--- src/sv/wsd_pkg.sv ---
// Shared types and constants of the WebSocket frame deframer.
package wsd_pkg;

   localparam int QUEUE_DEPTH = 2;
   localparam int QPTR_BITS   = 1;

   localparam logic [6:0] LEN_EXT16 = 7'd126;
   localparam logic [6:0] LEN_EXT64 = 7'd127;
   localparam logic [6:0] LEN7_MASK = 7'h7F;
   localparam logic [3:0] OPCODE_MASK = 4'hF;

   // extended-length and key byte counts, minus one
   localparam logic [2:0] EXT16_LAST = 3'd1;
   localparam logic [2:0] EXT64_LAST = 3'd7;
   localparam logic [2:0] KEY_LAST   = 3'd3;   // four-byte mask key

   localparam logic [3:0] OP_CONT   = 4'd0;
   localparam logic [3:0] OP_TEXT   = 4'd1;
   localparam logic [3:0] OP_BINARY = 4'd2;
   localparam logic [3:0] OP_PING   = 4'd9;
   localparam logic [3:0] OP_PONG   = 4'd10;

   typedef enum logic [2:0] {
      PH_HDR0    = 3'd0,
      PH_HDR1    = 3'd1,
      PH_EXTLEN  = 3'd2,
      PH_KEY     = 3'd3,
      PH_PAYLOAD = 3'd4
   } phase_type;

   typedef enum logic [1:0] {
      EV_PAYLOAD = 2'd0,
      EV_EMPTY   = 2'd1,
      EV_CLOSE   = 2'd2
   } event_type;

   typedef struct packed {
      event_type  kind;
      logic [7:0] raw_byte;
      logic [7:0] key_byte;
      logic [3:0] opcode;
      logic       fin;
      logic       last;
   } entry_type;

   typedef struct packed {
      logic      push;
      entry_type data;
   } push_type;

endpackage

--- src/sv/wsd_if.sv ---
// Handshake interfaces for the byte input and the event output channels.
interface wsd_req_if;
   logic       valid;
   logic       ready;
   logic [7:0] rx_byte;
   logic       conn_start;

   modport source (output valid, output rx_byte, output conn_start, input ready);
   modport sink   (input valid, input rx_byte, input conn_start, output ready);
endinterface

interface wsd_rsp_if;
   logic       valid;
   logic       ready;
   logic [1:0] event_kind;
   logic [7:0] payload_byte;
   logic [3:0] frame_opcode;
   logic       final_fragment;
   logic       last_of_frame;

   modport source (output valid, output event_kind, output payload_byte,
                   output frame_opcode, output final_fragment, output last_of_frame,
                   input ready);
   modport sink   (input valid, input event_kind, input payload_byte,
                   input frame_opcode, input final_fragment, input last_of_frame,
                   output ready);
endinterface

--- src/sv/wsd_front.sv ---
// Header parser: accepts bytes, tracks frame state and classifies each byte.
module wsd_front
   import wsd_pkg::*;
#(
   parameter int LENGTH_BITS = 64
) (
   input  logic      clock,
   input  logic      reset,
   input  logic      in_valid,
   output logic      in_ready,
   input  logic [7:0] rx_byte,
   input  logic      conn_start,
   input  logic      queue_full,
   output push_type  push_out
);

   phase_type               phase_ff, phase_in, cur_phase;
   logic [3:0]              opcode_ff, opcode_in, cur_opcode;
   logic                    fin_ff, fin_in, cur_fin;
   logic                    masked_ff, masked_in, cur_masked;
   logic [LENGTH_BITS-1:0]  remlen_ff, remlen_in, cur_remlen;
   logic [2:0]              count_ff, count_in, cur_count;
   logic [31:0]             key_ff, key_in, cur_key;
   logic [1:0]              lane_ff, lane_in, cur_lane;
   logic                    closed_ff, closed_in, cur_closed;
   logic                    accept;
   logic [6:0]              len7;
   logic [7:0]              key_sel;

   assign in_ready = !queue_full;
   assign accept   = in_valid && !queue_full;
   assign len7     = rx_byte[6:0] & LEN7_MASK;

   always_comb begin
      case (cur_lane)
         2'd0:    key_sel = cur_key[31:24];
         2'd1:    key_sel = cur_key[23:16];
         2'd2:    key_sel = cur_key[15:8];
         default: key_sel = cur_key[7:0];
      endcase
   end

   always_comb begin
      // a new connection sees the reset state
      cur_phase  = conn_start ? PH_HDR0 : phase_ff;
      cur_opcode = conn_start ? 4'd0 : opcode_ff;
      cur_fin    = conn_start ? 1'b0 : fin_ff;
      cur_masked = conn_start ? 1'b0 : masked_ff;
      cur_remlen = conn_start ? '0 : remlen_ff;
      cur_count  = conn_start ? 3'd0 : count_ff;
      cur_key    = conn_start ? 32'd0 : key_ff;
      cur_lane   = conn_start ? 2'd0 : lane_ff;
      cur_closed = conn_start ? 1'b0 : closed_ff;

      phase_in  = cur_phase;
      opcode_in = cur_opcode;
      fin_in    = cur_fin;
      masked_in = cur_masked;
      remlen_in = cur_remlen;
      count_in  = cur_count;
      key_in    = cur_key;
      lane_in   = cur_lane;
      closed_in = cur_closed;

      push_out.push          = 1'b0;
      push_out.data.kind     = EV_PAYLOAD;
      push_out.data.raw_byte = 8'd0;
      push_out.data.key_byte = 8'd0;
      push_out.data.last     = 1'b0;

      if (!cur_closed) begin
         case (cur_phase)
            PH_HDR1: begin
               masked_in = rx_byte[7];
               remlen_in = '0;
               if (len7 == LEN_EXT16) begin
                  phase_in = PH_EXTLEN;
                  count_in = EXT16_LAST;
               end else if (len7 == LEN_EXT64) begin
                  phase_in = PH_EXTLEN;
                  count_in = EXT64_LAST;
               end else begin
                  remlen_in = {{(LENGTH_BITS-7){1'b0}}, len7};
                  if (rx_byte[7]) begin
                     phase_in = PH_KEY;
                     count_in = KEY_LAST;
                  end else if (len7 == 7'd0) begin
                     phase_in           = PH_HDR0;
                     push_out.push      = 1'b1;
                     push_out.data.kind = EV_EMPTY;
                     push_out.data.last = 1'b1;
                  end else begin
                     phase_in = PH_PAYLOAD;
                  end
               end
            end
            PH_EXTLEN: begin
               if (cur_remlen[LENGTH_BITS-1 -: 8] != 8'd0) begin
                  remlen_in = '1;
               end else begin
                  remlen_in = {cur_remlen[LENGTH_BITS-9:0], rx_byte};
               end
               if (cur_count == 3'd0) begin
                  if (cur_masked) begin
                     phase_in = PH_KEY;
                     count_in = KEY_LAST;
                  end else if (remlen_in == '0) begin
                     phase_in           = PH_HDR0;
                     push_out.push      = 1'b1;
                     push_out.data.kind = EV_EMPTY;
                     push_out.data.last = 1'b1;
                  end else begin
                     phase_in = PH_PAYLOAD;
                  end
               end else begin
                  count_in = cur_count - 3'd1;
               end
            end
            PH_KEY: begin
               key_in = {cur_key[23:0], rx_byte};
               if (cur_count == 3'd0) begin
                  if (cur_remlen == '0) begin
                     phase_in           = PH_HDR0;
                     push_out.push      = 1'b1;
                     push_out.data.kind = EV_EMPTY;
                     push_out.data.last = 1'b1;
                  end else begin
                     phase_in = PH_PAYLOAD;
                  end
               end else begin
                  count_in = cur_count - 3'd1;
               end
            end
            PH_PAYLOAD: begin
               lane_in                = cur_lane + 2'd1;
               remlen_in              = cur_remlen - {{(LENGTH_BITS-1){1'b0}}, 1'b1};
               push_out.push          = 1'b1;
               push_out.data.raw_byte = rx_byte;
               push_out.data.key_byte = cur_masked ? key_sel : 8'd0;
               if (cur_remlen == {{(LENGTH_BITS-1){1'b0}}, 1'b1}) begin
                  push_out.data.last = 1'b1;
                  phase_in           = PH_HDR0;
               end
            end
            default: begin
               opcode_in = rx_byte[3:0] & OPCODE_MASK;
               fin_in    = rx_byte[7];
               masked_in = 1'b0;
               remlen_in = '0;
               count_in  = 3'd0;
               key_in    = 32'd0;
               lane_in   = 2'd0;
               if (opcode_in inside {OP_CONT, OP_TEXT, OP_BINARY, OP_PING, OP_PONG}) begin
                  phase_in = PH_HDR1;
               end else begin
                  closed_in          = 1'b1;
                  phase_in           = PH_HDR0;
                  push_out.push      = 1'b1;
                  push_out.data.kind = EV_CLOSE;
               end
            end
         endcase
      end

      push_out.data.opcode = opcode_in;
      push_out.data.fin    = fin_in;
      if (!accept) begin
         push_out.push = 1'b0;
      end
   end

   always_ff @(posedge clock) begin
      if (reset) begin
         phase_ff  <= PH_HDR0;
         opcode_ff <= 4'd0;
         fin_ff    <= 1'b0;
         masked_ff <= 1'b0;
         remlen_ff <= '0;
         count_ff  <= 3'd0;
         key_ff    <= 32'd0;
         lane_ff   <= 2'd0;
         closed_ff <= 1'b0;
      end else if (accept) begin
         phase_ff  <= phase_in;
         opcode_ff <= opcode_in;
         fin_ff    <= fin_in;
         masked_ff <= masked_in;
         remlen_ff <= remlen_in;
         count_ff  <= count_in;
         key_ff    <= key_in;
         lane_ff   <= lane_in;
         closed_ff <= closed_in;
      end
   end

`ifndef NO_ASSERTIONS
   a_push_needs_transfer: assert property (@(posedge clock) disable iff (reset)
      push_out.push |-> accept)
      else $error("push without an input transfer");

   a_closed_drops: assert property (@(posedge clock) disable iff (reset)
      (accept && !conn_start && closed_ff) |-> !push_out.push)
      else $error("result from a closed connection");

   a_payload_len: assert property (@(posedge clock) disable iff (reset)
      (phase_ff == PH_PAYLOAD) |-> (remlen_ff != '0))
      else $error("payload phase with zero remaining length");
`endif

endmodule

--- src/sv/wsd_queue.sv ---
// Short result queue between the parser and the output stage.
module wsd_queue
   import wsd_pkg::*;
(
   input  logic      clock,
   input  logic      reset,
   input  push_type  push_in,
   output logic      full,
   input  logic      pop,
   output logic      not_empty,
   output entry_type head
);

   entry_type               mem_ff [QUEUE_DEPTH];
   logic [QPTR_BITS-1:0]    wr_ff, rd_ff;
   logic [QPTR_BITS:0]      count_ff, count_in;
   logic                    do_pop;

   assign full      = (count_ff == (QPTR_BITS+1)'(QUEUE_DEPTH));
   assign not_empty = (count_ff != '0);
   assign head      = mem_ff[rd_ff];
   assign do_pop    = pop && not_empty;

   always_comb begin
      count_in = count_ff;
      if (push_in.push && !do_pop) begin
         count_in = count_ff + (QPTR_BITS+1)'(1);
      end else if (!push_in.push && do_pop) begin
         count_in = count_ff - (QPTR_BITS+1)'(1);
      end
   end

   always_ff @(posedge clock) begin
      if (push_in.push) begin
         mem_ff[wr_ff] <= push_in.data;
      end
      if (reset) begin
         wr_ff    <= '0;
         rd_ff    <= '0;
         count_ff <= '0;
      end else begin
         if (push_in.push) begin
            wr_ff <= wr_ff + 1'b1;
         end
         if (do_pop) begin
            rd_ff <= rd_ff + 1'b1;
         end
         count_ff <= count_in;
      end
   end

`ifndef NO_ASSERTIONS
   a_no_overflow: assert property (@(posedge clock) disable iff (reset)
      full |-> !push_in.push)
      else $error("push into a full queue");

   a_count_range: assert property (@(posedge clock) disable iff (reset)
      count_ff <= (QPTR_BITS+1)'(QUEUE_DEPTH))
      else $error("queue count out of range");
`endif

endmodule

--- src/sv/wsd_back.sv ---
// Output stage: unmasks payload bytes into the result register.
module wsd_back
   import wsd_pkg::*;
(
   input  logic      clock,
   input  logic      reset,
   input  logic      not_empty,
   input  entry_type head,
   output logic      pop,
   output logic      out_valid,
   input  logic      out_ready,
   output entry_type out_data,
   output logic [7:0] out_byte
);

   logic       valid_ff;
   entry_type  data_ff;
   logic [7:0] byte_ff, byte_in;

   assign pop       = not_empty && (!valid_ff || out_ready);
   assign byte_in   = (head.kind == EV_PAYLOAD) ? (head.raw_byte ^ head.key_byte) : 8'd0;
   assign out_valid = valid_ff;
   assign out_data  = data_ff;
   assign out_byte  = byte_ff;

   always_ff @(posedge clock) begin
      if (pop) begin
         data_ff <= head;
         byte_ff <= byte_in;
      end
      if (reset) begin
         valid_ff <= 1'b0;
      end else if (pop) begin
         valid_ff <= 1'b1;
      end else if (out_ready) begin
         valid_ff <= 1'b0;
      end
   end

endmodule

--- src/sv/websocket_frame_deframer_unit.sv ---
// Top level of the WebSocket frame deframer.
//
//   channel    dir  handshake      carries
//   req_chan   in   valid/ready    rx_byte, conn_start
//   rsp_chan   out  valid/ready    event_kind, payload_byte, frame_opcode,
//                                  final_fragment, last_of_frame
//
// One byte per cycle while the queue is not full; the parser writes a byte's
// result into the queue at its transfer edge, then the queue loads the output register.
// Each accepted byte updates the parser state, including the 64-bit length decrement.
// A two-entry queue and the output register absorb output stalls; input
// ready drops only when the queue is full.
// Synchronous reset clears parser, queue and output valid.
module websocket_frame_deframer_unit
   import wsd_pkg::*;
#(
   parameter int LENGTH_BITS = 64
) (
   input logic        clock,
   input logic        reset,
   wsd_req_if.sink    req_chan,
   wsd_rsp_if.source  rsp_chan
);

   push_type  push;
   logic      full;
   logic      pop;
   logic      not_empty;
   entry_type head;
   entry_type out_data;

   wsd_front #(.LENGTH_BITS(LENGTH_BITS)) u_front (
      .clock      (clock),
      .reset      (reset),
      .in_valid   (req_chan.valid),
      .in_ready   (req_chan.ready),
      .rx_byte    (req_chan.rx_byte),
      .conn_start (req_chan.conn_start),
      .queue_full (full),
      .push_out   (push)
   );

   wsd_queue u_queue (
      .clock     (clock),
      .reset     (reset),
      .push_in   (push),
      .full      (full),
      .pop       (pop),
      .not_empty (not_empty),
      .head      (head)
   );

   wsd_back u_back (
      .clock     (clock),
      .reset     (reset),
      .not_empty (not_empty),
      .head      (head),
      .pop       (pop),
      .out_valid (rsp_chan.valid),
      .out_ready (rsp_chan.ready),
      .out_data  (out_data),
      .out_byte  (rsp_chan.payload_byte)
   );

   assign rsp_chan.event_kind     = out_data.kind;
   assign rsp_chan.frame_opcode   = out_data.opcode;
   assign rsp_chan.final_fragment = out_data.fin;
   assign rsp_chan.last_of_frame  = out_data.last;

endmodule
--- src/flat_wrapper.sv ---
// flat-port wrapper written by rule: the top's interface ports become plain ports
module websocket_frame_deframer_unit_flat import wsd_pkg::*;
#(
   parameter int LENGTH_BITS = 64
)
  (clock, reset, req_chan_valid, req_chan_rx_byte, req_chan_conn_start, req_chan_ready, rsp_chan_valid, rsp_chan_event_kind, rsp_chan_payload_byte, rsp_chan_frame_opcode, rsp_chan_final_fragment, rsp_chan_last_of_frame, rsp_chan_ready);
  wsd_req_if req_chan_i ();
  wsd_rsp_if rsp_chan_i ();
  input logic clock;
  input logic reset;
  input wire logic [$bits(req_chan_i.valid)-1:0] req_chan_valid;
  input wire logic [$bits(req_chan_i.rx_byte)-1:0] req_chan_rx_byte;
  input wire logic [$bits(req_chan_i.conn_start)-1:0] req_chan_conn_start;
  output wire logic [$bits(req_chan_i.ready)-1:0] req_chan_ready;
  output wire logic [$bits(rsp_chan_i.valid)-1:0] rsp_chan_valid;
  output wire logic [$bits(rsp_chan_i.event_kind)-1:0] rsp_chan_event_kind;
  output wire logic [$bits(rsp_chan_i.payload_byte)-1:0] rsp_chan_payload_byte;
  output wire logic [$bits(rsp_chan_i.frame_opcode)-1:0] rsp_chan_frame_opcode;
  output wire logic [$bits(rsp_chan_i.final_fragment)-1:0] rsp_chan_final_fragment;
  output wire logic [$bits(rsp_chan_i.last_of_frame)-1:0] rsp_chan_last_of_frame;
  input wire logic [$bits(rsp_chan_i.ready)-1:0] rsp_chan_ready;
  assign req_chan_i.valid = req_chan_valid;
  assign req_chan_i.rx_byte = req_chan_rx_byte;
  assign req_chan_i.conn_start = req_chan_conn_start;
  assign req_chan_ready = req_chan_i.ready;
  assign rsp_chan_valid = rsp_chan_i.valid;
  assign rsp_chan_event_kind = rsp_chan_i.event_kind;
  assign rsp_chan_payload_byte = rsp_chan_i.payload_byte;
  assign rsp_chan_frame_opcode = rsp_chan_i.frame_opcode;
  assign rsp_chan_final_fragment = rsp_chan_i.final_fragment;
  assign rsp_chan_last_of_frame = rsp_chan_i.last_of_frame;
  assign rsp_chan_i.ready = rsp_chan_ready;
  websocket_frame_deframer_unit #(.LENGTH_BITS(LENGTH_BITS)) u_core (.clock(clock), .reset(reset), .req_chan(req_chan_i), .rsp_chan(rsp_chan_i));
endmodule
--- config.mk ---
export PLATFORM = sky130hd
export DESIGN_NAME = websocket_frame_deframer_unit_flat
export DESIGN_NICKNAME = d
export VERILOG_FILES = /design/src/sv/wsd_pkg.sv /design/src/sv/wsd_if.sv /design/src/sv/wsd_front.sv /design/src/sv/wsd_queue.sv /design/src/sv/wsd_back.sv /design/src/sv/websocket_frame_deframer_unit.sv /design/src/flat_wrapper.sv
export SDC_FILE = /design/constraint.sdc
export NUM_CORES = 1
export LEC_CHECK = 0
export ABC_CLOCK_PERIOD_IN_PS = 4800
export BUFFER_PORTS_ARGS = -buffer_cell sky130_fd_sc_hd__buf_2
export CAP_MARGIN = 20
export CELL_PAD_IN_SITES_DETAIL_PLACEMENT = 1
export CELL_PAD_IN_SITES_GLOBAL_PLACEMENT = 1
export CORE_AREA = 2 2 176 178
export CTS_CLUSTER_DIAMETER = 200
export DETAILED_ROUTE_END_ITERATION = 12
export DIE_AREA = 0 0 178 180
export PLACE_DENSITY_LB_ADDON = 0.1
export SKIP_LAST_GASP = 1
export SYNTH_ARGS = -nofsm -noshare
export SYNTH_HDL_FRONTEND = slang
export SYNTH_SLANG_ARGS = --single-unit
--- constraint.sdc ---
create_clock -name clock -period 4.8 [get_ports clock]
set_clock_uncertainty 0.1 [all_clocks]
set_input_delay 0.48 -clock clock [delete_from_list [all_inputs] [get_ports clock]]
set_output_delay 0.48 -clock clock [all_outputs]
set_load 0.005 [all_outputs]
==> results.md <==
- Run status: completed
- Reg-to-Reg Start: u_core.u_front.remlen_ff[54]
- Register bit count reported by yosys: between 150 and 200
- CTS Sinks: between 150 and 200
- Fin crit share: between 70% and 80%
- Die X: around 180 microns
- Routed WL per cell: between 20 and 25 microns
- Post-DP Area: 11,000 sq um
- Critical Path Max Stage Delay: between 0.6 and 0.7 ns
- Syn Area/Cell: roughly 8.4 sq um
- Initial DRC Count: roughly 840
- Setup Crit Path Kind: flop to flop
- Startpoint class of the critical path: flop
- Worst setup endpoint: u_core.u_queue.mem_ff[1][21]
- Total Routing Usage GR: between 20% and 30%
- Final slew viol count: 0
- Setup TNS: 0 ns
- Simple-gate share of the synthesized area: roughly 22%
- WP depth: 7
- Commonest non-fill, non-tap cell in the layout: nor2_1
- Largest net degree at the start of global routing: 87
- Finished Cell Area: 11,600 sq um
- CTS tree: yes
- Hold Fails Final Rpt: 0
- Clk slew on worst S/H paths: 0.07 ns
- Number of nets in the layout: about 1,300
- Max_cap viols: 0
- Critical Path Sink Type: flop
- CP Data Arrival Time: 3.57 ns
- Clk buf depth: 2
- Worst Tran Pin Value: 0.945 ns
- Largest family of logic cells by synthesized area: compound AO/OA/AOI/OAI gates
- Initial Util: around a third
- # hold bufs at CTS: 0
- Worst path slowest cell: nor4_1
- FMAX: roughly 280 MHz
- Top Family by Delay on Critical Path: simple AND/OR/NAND/NOR gates
- Vias in the first global route: approximately 10,000
- IO Count: 31
- Hold_sp: rsp_chan_ready
- First-pass GRT wire length: between 60 and 70 mm
- Post-synthesis compound-gate area fraction: roughly 26%
- Mux cell area share after synthesis: about 1.9%
- Placer congestion estimate: ~0.84
- Syn Nets: ~1,300
- Hold Crit Depth: 3
- Synth area leader: dfxtp_1
- Via count: ~10,000
- Synth Warn #: 0
- Post-DP HPWL: around 27 mm
- XOR/XNOR Fraction of Synth Area: 2.61%
- Post-synth top area share: a little under a quarter
- Flop2flop setup slack: between 1 and 1.5 ns
- Core area: 30,200 sq um
- PwrDens: between 300 and 400 nW/um^2
- Register area share after synthesis: roughly two fifths
- TritonCTS buffer count: 17
- Unrepaired setup endpoints after global routing: false
- Post-CTS setup repair buffer count: 0
- Resized Gates After CTS: 0
- Main flop type after synthesis: dfxtp_1
- Worst R2R End: u_core.u_queue.mem_ff[1][21]
- Relative slew slack: a little under two fifths
- Post-route ant nets: 0
- Area grow syn2layout: 11.5%
- Standard-cell rows: between 60 and 70
- Crit path from: u_core.u_front.remlen_ff[54]
- Reg2Reg Depth: 7
- Die area: 32,000 sq um
- Critical Path RT: approximately 4.8 ns
- Post-synth EDFFs: 64
- Synth Instances: between 1,000 and 1,500
- Buf/Inv on CP: 1
- Tmin final: about 3.5 ns
- Diode count: 0
- Most frequent cells in the layout: nor2_1, dfxtp_1, o21ai_0
- Total Wirelength: slightly above 40 mm
- Maximum fanout along the worst path: 18
- Cell Chain, Critical Path: nor4_1 > a41oi_1 > nor4_4 > nand4_1 > o21ai_1 > and2_1 > buf_4
- Via/cell ratio: approximately 6
- P_leak: 3.94 nW
- Distinct cells, synth: 80
- Asr flop ratio synth: 0%
- Adder-cell share of the synthesized area: 1.20%
- Layout cells sized above 1: a little under an eighth
- Fillcell total: ~3,600
- Setup-failing EPs final: 0
- Pre-antenna DRT Iters: 5
- Initial antenna violation count: 0
- Top post-synthesis cells by area: dfxtp_1, edfxtp_1, nor2_1
- Worst Hold Class: primary input to flop
- # DRC: 0
- VDD IR max: 0.231 mV
- Mapped Area: 10,400 sq um
- Total grt overflow: 0
- Number of port buffers: 30
- CTS H-tree lvls: 4
- Die H: between 150 and 200 microns
- Worst skew pair latency: 0.45 ns
- Root Driver: clkbuf_16
==> synthesized netlist by cell type, drive strengths merged (11+ instances only) <==
cell    instances
nor2          161
dfxtp         117
o21ai          99
a21oi          87
clkbuf         87
nand2          76
edfxtp         64
nor3           57
a22oi          47
nor4           37
nand3          30
a31oi          26
inv            22
a211oi         17
xor2           17
o22ai          16
mux2           14
or3            14
xnor2          14
and2           13
and3           12
buf            12
nor2b          12
a311oi         11
nand4          11
o211ai         11
==> layer usage <==
layer | GRT usage, % | wire, microns | up-vias
met5 | 0 | 0 | -
met4 | 9.34 | 1300 | 0
met3 | 4.10 | 1680 | 72
met2 | 41.4 | 19100 | 278
met1 | 34.7 | 18800 | 5077
li1 | - | - | 4642
==> flip-flops by register name (all words and copies together) (netlist names), named ones only <==
signal                    count
u_core.u_back.out_byte        8
u_core.u_back.out_data        8
u_core.u_back.out_valid       1
u_core.u_front.closed_ff      1
u_core.u_front.count_ff       3
u_core.u_front.fin_ff         1
u_core.u_front.key_ff        32
u_core.u_front.lane_ff        2
u_core.u_front.masked_ff      1
u_core.u_front.opcode_ff      4
u_core.u_front.phase_ff       3
u_core.u_front.remlen_ff     64
u_core.u_queue.count_ff       2
u_core.u_queue.mem_ff        48
u_core.u_queue.rd_ff          1
u_core.u_queue.wr_ff          1
==> logic make-up (layout without fill, tap and decap cells) <==
logic type,Yosys count,in the layout
AOI/OAI and AO/OA,408,408
DFF,181,181
muxes,18,18
xor gates and xnor gates,31,31
buffers and inverters,125,131
and+or+nand+nor,462,462
adders and majority gates,10,10
==> layout make-up <==
class                   count  area, sq um  share of cell area, %
multi-input cells         929         5620                   48.5
inverters                  24         90.1                  0.778
repair buffers             75          503                   4.34
flip-flops and latches    181         4270                   36.8
well taps                 396          495                   4.28
clock inverters            12          166                   1.44
clock buffers              20          437                   3.77
==> worst reg2reg max path, delay by kind of cell (launching register included) <==
family                 cells  cell delay [ns]
flip-flops                 1             0.39
AO/OA/AOI/OAI              2             0.76
AND/OR/NAND/NOR            4             1.64
buffers and inverters      1             0.33
==> through the flow <==
stage / utilization [%] / hold WS, ns / setup WS [ns] / power (mW) / std cells
floorplan: - / 0.342 / 0.419 / 2.38 / 1235
CTS: 38.3 / 0.256 / 1.20 / 4.23 / 1636
detailed placement: 36.3 / 0.374 / 1.23 / 2.72 / 1604
global route: 38.3 / 0.289 / 1.06 / 4.39 / 1637
global placement: 36.3 / 0.363 / 1.32 / 2.71 / 1604
finish: 38.3 / 0.277 / 1.26 / 4.19 / 1637
==> worst min path at each step <==
stage	to	slack, ns
after floorplan	u_core.u_front.count_ff[0]	0.34
after global placement	u_core.u_front.count_ff[0]	0.36
after detailed placement	u_core.u_front.lane_ff[0]	0.37
after CTS	u_core.u_back.out_valid	0.26
after global routing	u_core.u_back.out_valid	0.29
final	u_core.u_back.out_valid	0.28
==> where the power goes <==
group | internal [mW] | switching, mW
combinational | 0.278 | 0.592
clock | 0.833 | 0.677
sequential | 1.76 | 0.0571
Power figures use the tool's default switching activity.
